## src/design/point_in_polygon_winding_unit_assert.svh

```systemverilog
// ----------------------------------------------------------------------------
// point_in_polygon_winding_unit assertion macros
// shared property forms, clocked on i_clk and held off while i_rst_n is low
// ----------------------------------------------------------------------------
`ifndef POINT_IN_POLYGON_WINDING_UNIT_ASSERT_SVH
`define POINT_IN_POLYGON_WINDING_UNIT_ASSERT_SVH

// same-cycle implication
`define PIPW_ASSERT_NOW(lbl, ante, cons, msg) \
    lbl: assert property (@(posedge i_clk) disable iff (!i_rst_n) (ante) |-> (cons)) \
        else $error(msg);

// next-cycle implication
`define PIPW_ASSERT_NEXT(lbl, ante, cons, msg) \
    lbl: assert property (@(posedge i_clk) disable iff (!i_rst_n) (ante) |=> (cons)) \
        else $error(msg);

`endif

```

## src/design/pipw_pkg.sv

```systemverilog
// ----------------------------------------------------------------------------
// pipw_pkg
// shared types, constants and the cordic arctangent table
// ----------------------------------------------------------------------------
`timescale 1ns / 1ps

package pipw_pkg;

    // width of the cordic datapath, fixed by the normalization target
    localparam int CORDIC_W  = 64;
    localparam int NORM_TOP  = 56;
    localparam int NORM_STEP = 8;
    localparam int CORD_ITER = 32;

    // classification of one queued word
    typedef struct packed {
        logic first;
        logic last;
        logic skip;
        logic box;
    } t_pipw_flags;

    // atan(2^-i) in 2^-32 turn
    function automatic logic [31:0] atan_turn32(input logic [4:0] idx);
        logic [31:0] v;
        case (idx)
            5'd0:  v = 32'd536870912;
            5'd1:  v = 32'd316933406;
            5'd2:  v = 32'd167458907;
            5'd3:  v = 32'd85004756;
            5'd4:  v = 32'd42667331;
            5'd5:  v = 32'd21354465;
            5'd6:  v = 32'd10679838;
            5'd7:  v = 32'd5340245;
            5'd8:  v = 32'd2670163;
            5'd9:  v = 32'd1335087;
            5'd10: v = 32'd667544;
            5'd11: v = 32'd333772;
            5'd12: v = 32'd166886;
            5'd13: v = 32'd83443;
            5'd14: v = 32'd41722;
            5'd15: v = 32'd20861;
            5'd16: v = 32'd10430;
            5'd17: v = 32'd5215;
            5'd18: v = 32'd2608;
            5'd19: v = 32'd1304;
            5'd20: v = 32'd652;
            5'd21: v = 32'd326;
            5'd22: v = 32'd163;
            5'd23: v = 32'd81;
            5'd24: v = 32'd41;
            5'd25: v = 32'd20;
            5'd26: v = 32'd10;
            5'd27: v = 32'd5;
            5'd28: v = 32'd3;
            5'd29: v = 32'd1;
            5'd30: v = 32'd1;
            default: v = 32'd0;
        endcase
        return v;
    endfunction

endpackage

```

## src/design/pipw_front.sv

```systemverilog
// ----------------------------------------------------------------------------
// pipw_front
// takes input words, forms the edge vectors relative to the point and
// classifies each word before it is queued
// ----------------------------------------------------------------------------
`timescale 1ns / 1ps

module pipw_front #(
    parameter int COORD_BITS = 32
) (
    input  logic                          i_clk,
    input  logic                          i_rst_n,
    input  logic                          i_valid,
    output logic                          o_stall,
    input  logic signed [COORD_BITS-1:0]  i_point_x,
    input  logic signed [COORD_BITS-1:0]  i_point_y,
    input  logic signed [COORD_BITS-1:0]  i_vertex_x,
    input  logic signed [COORD_BITS-1:0]  i_vertex_y,
    input  logic signed [COORD_BITS-1:0]  i_box_x_min,
    input  logic signed [COORD_BITS-1:0]  i_box_x_max,
    input  logic signed [COORD_BITS-1:0]  i_box_y_min,
    input  logic signed [COORD_BITS-1:0]  i_box_y_max,
    input  logic                          i_first_vertex,
    input  logic                          i_last_vertex,
    input  logic                          i_q_full,
    output logic                          o_q_push,
    output logic signed [COORD_BITS:0]    o_ux,
    output logic signed [COORD_BITS:0]    o_uy,
    output logic signed [COORD_BITS:0]    o_vx,
    output logic signed [COORD_BITS:0]    o_vy,
    output pipw_pkg::t_pipw_flags         o_flags
);
    import pipw_pkg::*;

    logic signed [COORD_BITS-1:0] r_prev_x;
    logic signed [COORD_BITS-1:0] r_prev_y;
    logic                         zero_u;
    logic                         zero_v;
    logic                         box_ok;

    assign o_stall  = i_q_full;
    assign o_q_push = i_valid && !i_q_full;

    // vectors from the point to both edge ends, exact
    assign o_ux = {r_prev_x[COORD_BITS-1], r_prev_x} - {i_point_x[COORD_BITS-1], i_point_x};
    assign o_uy = {r_prev_y[COORD_BITS-1], r_prev_y} - {i_point_y[COORD_BITS-1], i_point_y};
    assign o_vx = {i_vertex_x[COORD_BITS-1], i_vertex_x} - {i_point_x[COORD_BITS-1], i_point_x};
    assign o_vy = {i_vertex_y[COORD_BITS-1], i_vertex_y} - {i_point_y[COORD_BITS-1], i_point_y};

    // degenerate edges and half-open box test
    assign zero_u = (o_ux == '0) && (o_uy == '0);
    assign zero_v = (o_vx == '0) && (o_vy == '0);
    assign box_ok = (i_point_x >= i_box_x_min) && (i_point_x < i_box_x_max)
                 && (i_point_y >= i_box_y_min) && (i_point_y < i_box_y_max);

    always_comb begin
        o_flags.first = i_first_vertex;
        o_flags.last  = i_last_vertex;
        o_flags.skip  = i_first_vertex || zero_u || zero_v;
        o_flags.box   = box_ok;
    end

    // previous vertex
    always_ff @(posedge i_clk) begin
        if (!i_rst_n) begin
            r_prev_x <= '0;
            r_prev_y <= '0;
        end else if (o_q_push) begin
            r_prev_x <= i_vertex_x;
            r_prev_y <= i_vertex_y;
        end
    end

endmodule

```

## src/design/pipw_fifo.sv

```systemverilog
// ----------------------------------------------------------------------------
// pipw_fifo
// two-entry queue between the front and the back
// ----------------------------------------------------------------------------
`timescale 1ns / 1ps

module pipw_fifo #(
    parameter int WIDTH = 8
) (
    input  logic             i_clk,
    input  logic             i_rst_n,
    input  logic             i_push,
    input  logic [WIDTH-1:0] i_data,
    output logic             o_full,
    output logic             o_valid,
    input  logic             i_pop,
    output logic [WIDTH-1:0] o_data
);
    import pipw_pkg::*;

    logic [WIDTH-1:0] r_mem [2];
    logic             r_wr_ptr;
    logic             r_rd_ptr;
    logic [1:0]       r_count;
    logic             do_pop;

    assign o_full  = (r_count == 2'd2);
    assign o_valid = (r_count != 2'd0);
    assign o_data  = r_mem[r_rd_ptr];
    assign do_pop  = i_pop && o_valid;

    // storage
    always_ff @(posedge i_clk) begin
        if (i_push) begin
            r_mem[r_wr_ptr] <= i_data;
        end
    end

    // pointers and fill count
    always_ff @(posedge i_clk) begin
        if (!i_rst_n) begin
            r_wr_ptr <= 1'b0;
            r_rd_ptr <= 1'b0;
            r_count  <= 2'd0;
        end else begin
            if (i_push) begin
                r_wr_ptr <= !r_wr_ptr;
            end
            if (do_pop) begin
                r_rd_ptr <= !r_rd_ptr;
            end
            r_count <= r_count + {1'b0, i_push} - {1'b0, do_pop};
        end
    end

endmodule

```

## src/design/pipw_back.sv

```systemverilog
// ----------------------------------------------------------------------------
// pipw_back
// sequential angle unit: normalizes each vector, runs cordic vectoring one
// step a cycle, accumulates edge angles and forms the winding result
// ----------------------------------------------------------------------------
`timescale 1ns / 1ps
`include "point_in_polygon_winding_unit_assert.svh"

module pipw_back #(
    parameter int COORD_BITS = 32,
    parameter int ANGLE_BITS = 16
) (
    input  logic                        i_clk,
    input  logic                        i_rst_n,
    input  logic                        i_q_valid,
    output logic                        o_q_pop,
    input  logic signed [COORD_BITS:0]  i_ux,
    input  logic signed [COORD_BITS:0]  i_uy,
    input  logic signed [COORD_BITS:0]  i_vx,
    input  logic signed [COORD_BITS:0]  i_vy,
    input  pipw_pkg::t_pipw_flags       i_flags,
    output logic                        o_valid,
    input  logic                        i_stall,
    output logic                        o_inside_res,
    output logic signed [7:0]           o_winding,
    output logic                        o_in_box
);
    import pipw_pkg::*;

    localparam int EXT = CORDIC_W - COORD_BITS - 1;
    localparam logic signed [CORDIC_W-1:0] LIM_STEP = 64'sd1 <<< (NORM_TOP - NORM_STEP);
    localparam logic signed [CORDIC_W-1:0] LIM_TOP  = 64'sd1 <<< NORM_TOP;
    localparam logic [31:0] ROUND_ADD = 32'd1 << (31 - ANGLE_BITS);
    localparam logic [ANGLE_BITS-1:0] HALF = ANGLE_BITS'(1) << (ANGLE_BITS - 1);
    localparam logic [32:0] TURN_RND = 33'd1 << (ANGLE_BITS - 1);

    typedef enum logic [2:0] {
        S_IDLE,
        S_NORM,
        S_CORD,
        S_ACC,
        S_EMIT
    } t_state;

    t_state                     r_state;
    logic signed [CORDIC_W-1:0] r_x;
    logic signed [CORDIC_W-1:0] r_y;
    logic [31:0]                r_z;
    logic [4:0]                 r_i;
    logic                       r_sel;
    logic [ANGLE_BITS-1:0]      r_a_u;
    logic signed [COORD_BITS:0] r_vx;
    logic signed [COORD_BITS:0] r_vy;
    t_pipw_flags                r_flags;
    logic signed [ANGLE_BITS:0] r_delta;
    logic signed [31:0]         r_sum;
    logic                       r_box_hit;
    logic                       r_out_valid;
    logic                       r_out_inside;
    logic signed [7:0]          r_out_winding;
    logic                       r_out_box;

    logic                       small_step;
    logic                       small_top;
    logic signed [CORDIC_W-1:0] xs;
    logic signed [CORDIC_W-1:0] ys;
    logic signed [CORDIC_W-1:0] n_x;
    logic signed [CORDIC_W-1:0] n_y;
    logic [31:0]                n_z;
    logic [31:0]                z_rnd;
    logic [ANGLE_BITS-1:0]      ang;
    logic [ANGLE_BITS-1:0]      d_ang;
    logic signed [ANGLE_BITS:0] n_delta;
    logic signed [32:0]         sum_wide;
    logic signed [31:0]         n_sum;
    logic [31:0]                mag;
    logic [32:0]                turns;
    logic [6:0]                 turns_sat;
    logic signed [7:0]          n_winding;
    logic                       out_free;

    assign o_q_pop      = (r_state == S_IDLE) && i_q_valid;
    assign o_valid      = r_out_valid;
    assign o_inside_res = r_out_inside;
    assign o_winding    = r_out_winding;
    assign o_in_box     = r_out_box;
    assign out_free     = !r_out_valid || !i_stall;

    // magnitude checks for normalization
    assign small_step = (r_x < LIM_STEP) && (r_x > -LIM_STEP)
                     && (r_y < LIM_STEP) && (r_y > -LIM_STEP);
    assign small_top  = (r_x < LIM_TOP) && (r_x > -LIM_TOP)
                     && (r_y < LIM_TOP) && (r_y > -LIM_TOP);

    // one cordic vectoring step
    always_comb begin
        xs = r_x >>> r_i;
        ys = r_y >>> r_i;
        if (!r_y[CORDIC_W-1]) begin
            n_x = r_x + ys;
            n_y = r_y - xs;
            n_z = r_z + atan_turn32(r_i);
        end else begin
            n_x = r_x - ys;
            n_y = r_y + xs;
            n_z = r_z - atan_turn32(r_i);
        end
        z_rnd = n_z + ROUND_ADD;
        ang   = z_rnd[31 -: ANGLE_BITS];
    end

    // edge angle wrapped to (-half, +half]
    always_comb begin
        d_ang   = ang - r_a_u;
        n_delta = (d_ang > HALF) ? {1'b1, d_ang} : {1'b0, d_ang};
    end

    // saturating accumulate
    always_comb begin
        sum_wide = {r_sum[31], r_sum} + {{(32 - ANGLE_BITS){r_delta[ANGLE_BITS]}}, r_delta};
        if (sum_wide > 33'sd2147483647) begin
            n_sum = 32'sh7fff_ffff;
        end else if (sum_wide < -33'sd2147483648) begin
            n_sum = 32'sh8000_0000;
        end else begin
            n_sum = sum_wide[31:0];
        end
    end

    // rounded turns, saturated
    always_comb begin
        mag       = r_sum[31] ? (32'd0 - r_sum) : r_sum;
        turns     = ({1'b0, mag} + TURN_RND) >> ANGLE_BITS;
        turns_sat = (turns > 33'd127) ? 7'd127 : turns[6:0];
        n_winding = r_sum[31] ? (8'sd0 - {1'b0, turns_sat}) : {1'b0, turns_sat};
    end

    // sequencer
    always_ff @(posedge i_clk) begin
        if (!i_rst_n) begin
            r_state     <= S_IDLE;
            r_sum       <= '0;
            r_box_hit   <= 1'b0;
            r_out_valid <= 1'b0;
            r_i         <= '0;
            r_sel       <= 1'b0;
        end else begin
            if (r_out_valid && !i_stall && (r_state != S_EMIT)) begin
                r_out_valid <= 1'b0;
            end
            case (r_state)
                S_IDLE: begin
                    if (i_q_valid) begin
                        r_flags <= i_flags;
                        r_vx    <= i_vx;
                        r_vy    <= i_vy;
                        r_x     <= {{EXT{i_ux[COORD_BITS]}}, i_ux};
                        r_y     <= {{EXT{i_uy[COORD_BITS]}}, i_uy};
                        r_sel   <= 1'b0;
                        if (i_flags.first) begin
                            r_sum     <= '0;
                            r_box_hit <= i_flags.box;
                        end
                        if (i_flags.skip) begin
                            r_delta <= '0;
                            r_state <= S_ACC;
                        end else begin
                            r_state <= S_NORM;
                        end
                    end
                end
                S_NORM: begin
                    if (small_step) begin
                        r_x <= r_x <<< NORM_STEP;
                        r_y <= r_y <<< NORM_STEP;
                    end else if (small_top) begin
                        r_x <= r_x <<< 1;
                        r_y <= r_y <<< 1;
                    end else begin
                        // fold into the right half plane
                        if (r_x[CORDIC_W-1]) begin
                            r_x <= -r_x;
                            r_y <= -r_y;
                            r_z <= 32'h8000_0000;
                        end else begin
                            r_z <= '0;
                        end
                        r_i     <= '0;
                        r_state <= S_CORD;
                    end
                end
                S_CORD: begin
                    r_z <= n_z;
                    r_i <= r_i + 5'd1;
                    if ((r_i == 5'(CORD_ITER - 1)) && !r_sel) begin
                        // start direction done, load the end vector
                        r_a_u   <= ang;
                        r_x     <= {{EXT{r_vx[COORD_BITS]}}, r_vx};
                        r_y     <= {{EXT{r_vy[COORD_BITS]}}, r_vy};
                        r_sel   <= 1'b1;
                        r_state <= S_NORM;
                    end else begin
                        r_x <= n_x;
                        r_y <= n_y;
                        if (r_i == 5'(CORD_ITER - 1)) begin
                            r_delta <= n_delta;
                            r_state <= S_ACC;
                        end
                    end
                end
                S_ACC: begin
                    r_sum   <= n_sum;
                    r_state <= r_flags.last ? S_EMIT : S_IDLE;
                end
                S_EMIT: begin
                    if (out_free) begin
                        r_out_valid   <= 1'b1;
                        r_out_winding <= n_winding;
                        r_out_box     <= r_box_hit;
                        r_out_inside  <= r_box_hit && (n_winding != 8'sd0);
                        r_state       <= S_IDLE;
                    end
                end
                default: begin
                    r_state <= S_IDLE;
                end
            endcase
        end
    end

    // checks
    `PIPW_ASSERT_NOW(a_cord_right_half, (r_state == S_CORD) && (r_i == 5'd0), !r_x[CORDIC_W-1], "cordic started in left half plane")
    `PIPW_ASSERT_NOW(a_wind_sat, r_out_valid, r_out_winding != -8'sd128, "winding beyond saturation")
    `PIPW_ASSERT_NOW(a_inside_box, r_out_valid && r_out_inside, r_out_box, "inside without box hit")
    `PIPW_ASSERT_NEXT(a_first_clears, o_q_pop && i_flags.first, r_sum == 32'sd0, "sum not cleared on first vertex")

endmodule

```

## src/design/point_in_polygon_winding_unit.sv

```systemverilog
// ----------------------------------------------------------------------------
// point_in_polygon_winding_unit
// winding-number point-in-polygon test over a stream of polygon vertices
//
//   channel  direction  handshake            fields
//   input    in         i_valid / o_stall    point, vertex, box, first, last
//   result   out        o_valid / i_stall    inside_res, winding, in_box
//
// in the back an edge takes two normalizations of up to about 15 steps and
// two 32-step cordic runs on one shared datapath.
// a first vertex or a degenerate edge skips both; a result adds an emit step.
// the front and back are parted by a two-entry queue, so input words are
// taken while the back works or a result waits on a stalled output.
// reset is synchronous, active low, and clears the previous vertex and sum.
// ----------------------------------------------------------------------------
`timescale 1ns / 1ps

module point_in_polygon_winding_unit #(
    parameter int COORD_BITS = 32,
    parameter int ANGLE_BITS = 16
) (
    input  logic                          i_clk,
    input  logic                          i_rst_n,
    input  logic                          i_valid,
    output logic                          o_stall,
    input  logic signed [COORD_BITS-1:0]  i_point_x,
    input  logic signed [COORD_BITS-1:0]  i_point_y,
    input  logic signed [COORD_BITS-1:0]  i_vertex_x,
    input  logic signed [COORD_BITS-1:0]  i_vertex_y,
    input  logic signed [COORD_BITS-1:0]  i_box_x_min,
    input  logic signed [COORD_BITS-1:0]  i_box_x_max,
    input  logic signed [COORD_BITS-1:0]  i_box_y_min,
    input  logic signed [COORD_BITS-1:0]  i_box_y_max,
    input  logic                          i_first_vertex,
    input  logic                          i_last_vertex,
    output logic                          o_valid,
    input  logic                          i_stall,
    output logic                          o_inside_res,
    output logic signed [7:0]             o_winding,
    output logic                          o_in_box
);
    import pipw_pkg::*;

    localparam int VW = COORD_BITS + 1;
    localparam int QW = 4 * VW + $bits(t_pipw_flags);

    logic                 q_full;
    logic                 q_push;
    logic                 q_valid;
    logic                 q_pop;
    logic [QW-1:0]        q_wdata;
    logic [QW-1:0]        q_rdata;
    logic signed [VW-1:0] f_ux;
    logic signed [VW-1:0] f_uy;
    logic signed [VW-1:0] f_vx;
    logic signed [VW-1:0] f_vy;
    t_pipw_flags          f_flags;
    t_pipw_flags          b_flags;

    // front: vectors and classification
    pipw_front #(
        .COORD_BITS (COORD_BITS)
    ) u_front (
        .i_clk          (i_clk),
        .i_rst_n        (i_rst_n),
        .i_valid        (i_valid),
        .o_stall        (o_stall),
        .i_point_x      (i_point_x),
        .i_point_y      (i_point_y),
        .i_vertex_x     (i_vertex_x),
        .i_vertex_y     (i_vertex_y),
        .i_box_x_min    (i_box_x_min),
        .i_box_x_max    (i_box_x_max),
        .i_box_y_min    (i_box_y_min),
        .i_box_y_max    (i_box_y_max),
        .i_first_vertex (i_first_vertex),
        .i_last_vertex  (i_last_vertex),
        .i_q_full       (q_full),
        .o_q_push       (q_push),
        .o_ux           (f_ux),
        .o_uy           (f_uy),
        .o_vx           (f_vx),
        .o_vy           (f_vy),
        .o_flags        (f_flags)
    );

    // queue word packing
    assign q_wdata = {f_ux, f_uy, f_vx, f_vy, f_flags};
    assign b_flags = t_pipw_flags'(q_rdata[$bits(t_pipw_flags)-1:0]);

    pipw_fifo #(
        .WIDTH (QW)
    ) u_fifo (
        .i_clk   (i_clk),
        .i_rst_n (i_rst_n),
        .i_push  (q_push),
        .i_data  (q_wdata),
        .o_full  (q_full),
        .o_valid (q_valid),
        .i_pop   (q_pop),
        .o_data  (q_rdata)
    );

    // back: angle unit and accumulator
    pipw_back #(
        .COORD_BITS (COORD_BITS),
        .ANGLE_BITS (ANGLE_BITS)
    ) u_back (
        .i_clk        (i_clk),
        .i_rst_n      (i_rst_n),
        .i_q_valid    (q_valid),
        .o_q_pop      (q_pop),
        .i_ux         (q_rdata[QW-1 -: VW]),
        .i_uy         (q_rdata[QW-VW-1 -: VW]),
        .i_vx         (q_rdata[QW-2*VW-1 -: VW]),
        .i_vy         (q_rdata[QW-3*VW-1 -: VW]),
        .i_flags      (b_flags),
        .o_valid      (o_valid),
        .i_stall      (i_stall),
        .o_inside_res (o_inside_res),
        .o_winding    (o_winding),
        .o_in_box     (o_in_box)
    );

endmodule

```

## config.mk

```make
export PLATFORM = sky130hd
export DESIGN_NAME = point_in_polygon_winding_unit
export DESIGN_NICKNAME = d
export VERILOG_FILES = /design/src/design/pipw_pkg.sv /design/src/design/pipw_front.sv /design/src/design/pipw_fifo.sv /design/src/design/pipw_back.sv /design/src/design/point_in_polygon_winding_unit.sv
export VERILOG_INCLUDE_DIRS = /design/src /design/src/design
export SDC_FILE = /design/constraint.sdc
export NUM_CORES = 2
export LEC_CHECK = 0
export ABC_AREA = 1
export BUFFER_PORTS_ARGS = -buffer_cell sky130_fd_sc_hd__buf_2
export CORE_MARGIN = 2
export CORE_UTILIZATION = 50
export DETAILED_ROUTE_END_ITERATION = 7
export HOLD_SLACK_MARGIN = 0.02
export PLACE_DENSITY = 0.67
export SYNTH_ARGS = -nofsm -noshare
export SYNTH_HDL_FRONTEND = slang
export SYNTH_SLANG_ARGS = --single-unit
```

## constraint.sdc

```tcl
create_clock -name i_clk -period 8.7 [get_ports i_clk]
set_input_delay 0.87 -clock i_clk [delete_from_list [all_inputs] [get_ports i_clk]]
set_output_delay 0.87 -clock i_clk [all_outputs]
set_load 0.1 [all_outputs]
```

==> results_dict.tcl <==
set metrics [dict create \
    critPathArrivalTime_ps 8510 \
    post_synth_mux_area_share_pct 1.49 \
    grt_pass1_vias 65300 \
    grt.total_usage_pct 35.8 \
    ioPinCount 274 \
    area.sequential_um2 19100 \
    synth_seq_cells 684 \
    design.die.area_um2 137000 \
    die_height_um 370 \
    whs_path_depth 1 \
    final_layout_size_suffix_gt1_share_pct 6.55 \
    placed_cell_area_um2 69800 \
    max-slew-margin-rel_pct 18.8 \
    worst-slew-pin-transition_ps 1220 \
    cts_tree "yes" \
    synth-xor-area-share_pct 6.00 \
    ff_to_ff_start "u_back.r_i[0]$_SDFFE_PN0P_" \
    hold_path_class "primary input to flip-flop" \
    worstSkewPairLatency_ps 720 \
    path_delay_family "compound AO/OA/AOI/OAI gates" \
    cts_hold_repair.buffers 0 \
    grt_first_pass_wirelength_um 383000 \
    synth_flop_cell "sky130_fd_sc_hd__edfxtp_1" \
    layout_worst_path_cycle_share_pct 93.1 \
    max_clock_freq_mhz 123 \
    max_cap_violations 0 \
    num_vias 69100 \
    hp-start "i_last_vertex" \
    rr_endpoint "u_back.r_y[23]$_DFFE_PP_" \
    number_of_buffers_created_by_cts 80 \
    final.setup.tns_ps 0 \
    cp_data_required_time_ps 9110 \
    synth-async-reset-ratio_pct 0 \
    die_w_um 370 \
    post-route-cell-area_um2 72700 \
    multi_input_comb_area_um2 41800 \
    flow.area_growth_from_synthesis_pct 8.40 \
    post_synth.cell_area_avg_um2 6.81 \
    synth_top_family_by_area "simple AND/OR/NAND/NOR gates" \
    place_congestion 1.03 \
    synth_edf_count 542 \
    post_cts.resized_instances 0 \
    finalHoldViolations 0 \
    count_of_synthesis_stage_warnings_from_yosys 0 \
    antenna_violating_nets_post_route 0 \
    fp.coreArea_um2 133000 \
    startpoint_kind_of_the_worst_setup_timing_path "flip-flop" \
    yosys.area.top_type "sky130_fd_sc_hd__edfxtp_1" \
    worst_case_reg_to_reg_path_depth 27 \
    synth_area_um2 67000 \
    detailed_route_wire_length_per_cell_um 21.5 \
    netlist_instances 9841 \
    cts_num_sinks 684 \
    status "complete, no violations" \
    netlist_top_cells_area "sky130_fd_sc_hd__edfxtp_1 24%, sky130_fd_sc_hd__nand2_1 13%, sky130_fd_sc_hd__ha_1 8.9%" \
    final.fill_count 13300 \
    post_synthesis_net_count 10600 \
    globalRouteOverflowTotal 0 \
    core.rowCount 134 \
    critPathMostFrequentCell "sky130_fd_sc_hd__o21ai_0" \
    yosys.area.top_type_share_pct 24.3 \
    routed_via_density 5.87 \
    path_buf_inv 3 \
    final.min_clock_period_ps 8100 \
    slew_violations 0 \
    hpwl_um 201000 \
    critPathMaxFanout 118 \
    cts.root.buffer_cell "sky130_fd_sc_hd__clkbuf_16" \
    fin_nets 10700 \
    drt_first_iter_violations 6636 \
    synth-simple-area-share_pct 26.3 \
    worst_setup_hold_path_clk_slew_ps 70 \
    synthAdderAreaFrac_pct 9.17 \
    worst_setup_path_end_kind "flip-flop" \
    dr.pass1.iters 6 \
    compound_cell_area_share_of_the_yosys_netlist_pct 19.4 \
    end_point_of_the_worst_hold_path "u_fifo.r_mem[1][2]$_DFFE_PP_" \
    cts_max_level 3 \
    rsz0062_at_grt "no" \
    start_util_pct 50.3 \
    drc 0 \
    type_of_the_worst_setup_path "flip-flop to flip-flop" \
    crit_path_max_incr_delay_ps 950 \
    worst_case_clock_buffer_depth 3 \
    worst_path_max_delay_cell "sky130_fd_sc_hd__buf_4" \
    synth.lib_cells_used.distinct 78 \
    place.port_buffers 273 \
    r2r_setup_slack_ps 600 \
    routed_wire_length_um 253000 \
    setup_viol 0 \
    pin_count_of_the_biggest_net_entering_global_routing 119 \
    antenna_violations_before_repair 5 \
    clock-skew-final_ps 45.2 \
    post_cts_buffers 0 \
    sequential_fraction_of_the_synthesis_area_pct 28.5 \
]
cell usage after synthesis, types with 14 or more instances:
cell,n
sky130_fd_sc_hd__o21ai_1,230
sky130_fd_sc_hd__nor4_1,68
sky130_fd_sc_hd__a21o_1,41
sky130_fd_sc_hd__o2111ai_1,25
sky130_fd_sc_hd__nor2_2,14
sky130_fd_sc_hd__o21bai_1,23
sky130_fd_sc_hd__xnor2_1,105
sky130_fd_sc_hd__a21boi_0,24
sky130_fd_sc_hd__o22ai_1,15
sky130_fd_sc_hd__o221ai_1,45
sky130_fd_sc_hd__inv_1,1201
sky130_fd_sc_hd__nand4_1,143
sky130_fd_sc_hd__nand3b_1,27
sky130_fd_sc_hd__clkbuf_1,203
sky130_fd_sc_hd__nor3_1,125
sky130_fd_sc_hd__or2_1,22
sky130_fd_sc_hd__buf_6,20
sky130_fd_sc_hd__a21oi_1,745
sky130_fd_sc_hd__buf_2,58
sky130_fd_sc_hd__ha_1,477
sky130_fd_sc_hd__nand3_1,325
sky130_fd_sc_hd__dfxtp_1,142
sky130_fd_sc_hd__or2_2,37
sky130_fd_sc_hd__buf_1,51
sky130_fd_sc_hd__nor2_1,1051
sky130_fd_sc_hd__o21ai_0,780
sky130_fd_sc_hd__o21ai_2,14
sky130_fd_sc_hd__o21a_1,30
sky130_fd_sc_hd__mux2i_1,100
sky130_fd_sc_hd__o211ai_1,122
sky130_fd_sc_hd__a31oi_1,119
sky130_fd_sc_hd__nand2_1,2344
sky130_fd_sc_hd__xor2_1,352
sky130_fd_sc_hd__o31ai_1,17
sky130_fd_sc_hd__edfxtp_1,542
sky130_fd_sc_hd__inv_2,17
routing by layer:
| layer | up-vias | wire, um | share of wire [%] | global-route usage (%) |
|---|---|---|---|---|
| li1 | 33500 | - | - | - |
| met1 | 32200 | 107000 | 42 | 47.0 |
| met2 | 2978 | 115000 | 46 | 59.2 |
| met3 | 528 | 18500 | 7.3 | 4.45 |
| met4 | 2 | 11900 | 4.7 | 15.7 |
| met5 | - | 7 | 0.0028 | 0 |
layout by cell type, fill, tap and decap left out, types with 17 or more instances in the layout:
cell type	n
sky130_fd_sc_hd__o21ai_1	230
sky130_fd_sc_hd__o21ai_0	779
sky130_fd_sc_hd__buf_2	273
sky130_fd_sc_hd__nand4_1	143
sky130_fd_sc_hd__o21bai_1	23
sky130_fd_sc_hd__or2_2	37
sky130_fd_sc_hd__inv_1	1194
sky130_fd_sc_hd__inv_2	22
sky130_fd_sc_hd__mux2i_1	100
sky130_fd_sc_hd__a31oi_1	119
sky130_fd_sc_hd__o2111ai_1	25
sky130_fd_sc_hd__nand3b_1	27
sky130_fd_sc_hd__clkbuf_16	80
sky130_fd_sc_hd__or2_1	22
sky130_fd_sc_hd__o211ai_1	122
sky130_fd_sc_hd__nand2_1	2343
sky130_fd_sc_hd__o31ai_1	17
sky130_fd_sc_hd__nor3_1	122
sky130_fd_sc_hd__o221ai_1	45
sky130_fd_sc_hd__buf_4	81
sky130_fd_sc_hd__edfxtp_1	542
sky130_fd_sc_hd__nand3_1	325
sky130_fd_sc_hd__a21boi_0	24
sky130_fd_sc_hd__xor2_1	352
sky130_fd_sc_hd__xnor2_1	105
sky130_fd_sc_hd__nor2_1	1042
sky130_fd_sc_hd__ha_1	477
sky130_fd_sc_hd__nor4_1	67
sky130_fd_sc_hd__a21oi_1	745
sky130_fd_sc_hd__o21a_1	30
sky130_fd_sc_hd__a21o_1	41
sky130_fd_sc_hd__dfxtp_1	136
sky130_fd_sc_hd__nor2_2	18
flip-flops by register name, summed over array words and instances, names as in the netlist, 16 cells and up, named ones only:
name / flops
u_back.r_x: 64
u_back.r_vx: 33
u_back.r_vy: 33
u_back.r_delta: 17
u_back.r_sum: 32
u_front.r_prev_x: 32
u_back.r_z: 32
u_back.r_y: 64
u_back.r_a_u: 16
u_fifo.r_mem: 272
u_front.r_prev_y: 32
stage by stage:
stage / hold WS (ps) / setup slack, ps / instances / util (%)
floorplan: 425 / 1150 / 9841 / -
global placement: 429 / 1010 / 11600 / 52.4
detailed placement: 439 / 917 / 11600 / 52.4
CTS: 310 / 880 / 11800 / 54.5
global route: 339 / 104 / 11800 / 54.5
finish: 355 / 598 / 11800 / 54.5
final cells by class:
type | count | share of cell area [%]
Clock inverter | 58 | 1.02
Clock buffer | 92 | 2.86
Inverter | 1226 | 6.35
Antenna cell | 3 | 0.0103
Multi-Input combinational cell | 7587 | 57.6
Timing Repair Buffer | 356 | 2.77
Tap cell | 1768 | 3.04
Sequential cell | 684 | 26.3
worst max path at each step:
stage,start,to,slack [ps],depth (start not counted)
finish,u_back.r_i[0]$_SDFFE_PN0P_,u_back.r_y[23]$_DFFE_PP_,600,27
global route,u_back.r_i[0]$_SDFFE_PN0P_,u_back.r_y[53]$_DFFE_PP_,100,29
CTS,u_back.r_i[0]$_SDFFE_PN0P_,u_back.r_y[57]$_DFFE_PP_,880,35
detailed placement,u_back.r_i[0]$_SDFFE_PN0P_,u_back.r_y[53]$_DFFE_PP_,920,30
global placement,u_back.r_i[0]$_SDFFE_PN0P_,u_back.r_y[57]$_DFFE_PP_,1010,35
floorplan,i_valid,u_fifo.r_mem[1][0]$_DFFE_PP_,1150,3
worst reg2reg max path, stage by stage (launching register included):
cell,delay (ps)
sky130_fd_sc_hd__dfxtp_4,750
sky130_fd_sc_hd__buf_4,970
sky130_fd_sc_hd__o21ai_0,640
sky130_fd_sc_hd__or2_0,320
sky130_fd_sc_hd__o21ai_0,120
sky130_fd_sc_hd__nand2_1,80
sky130_fd_sc_hd__nand2_1,100
sky130_fd_sc_hd__nand2_1,110
sky130_fd_sc_hd__nand2_1,110
sky130_fd_sc_hd__inv_1,80
sky130_fd_sc_hd__o21ai_2,210
sky130_fd_sc_hd__ha_1,240
sky130_fd_sc_hd__inv_1,120
sky130_fd_sc_hd__nor2_1,160
sky130_fd_sc_hd__nor2_1,70
sky130_fd_sc_hd__xnor2_1,190
sky130_fd_sc_hd__ha_1,400
sky130_fd_sc_hd__nand2_1,70
sky130_fd_sc_hd__o21ai_0,280
sky130_fd_sc_hd__nor2_1,120
sky130_fd_sc_hd__o21ai_0,360
sky130_fd_sc_hd__a21boi_0,300
sky130_fd_sc_hd__o31ai_1,830
sky130_fd_sc_hd__a21oi_1,270
sky130_fd_sc_hd__o21ai_0,350
sky130_fd_sc_hd__a21oi_1,100
sky130_fd_sc_hd__o21ai_0,290
sky130_fd_sc_hd__nand4_1,150
kinds of logic (layout without fill, tap and decap cells):
| group | after synthesis | in the layout |
|---|---|---|
| mux | 100 | 100 |
| other cells | 0 | 3 |
| fa+ha+maj | 486 | 486 |
| flops | 684 | 684 |
| xor+xnor | 458 | 458 |
| simple gates | 4232 | 4232 |
| buf+inv | 1570 | 1732 |
| compound gates | 2311 | 2311 |
Power is not shown: default switching activity piles up to over one toggle a cycle in this logic, so the estimate is an artifact.
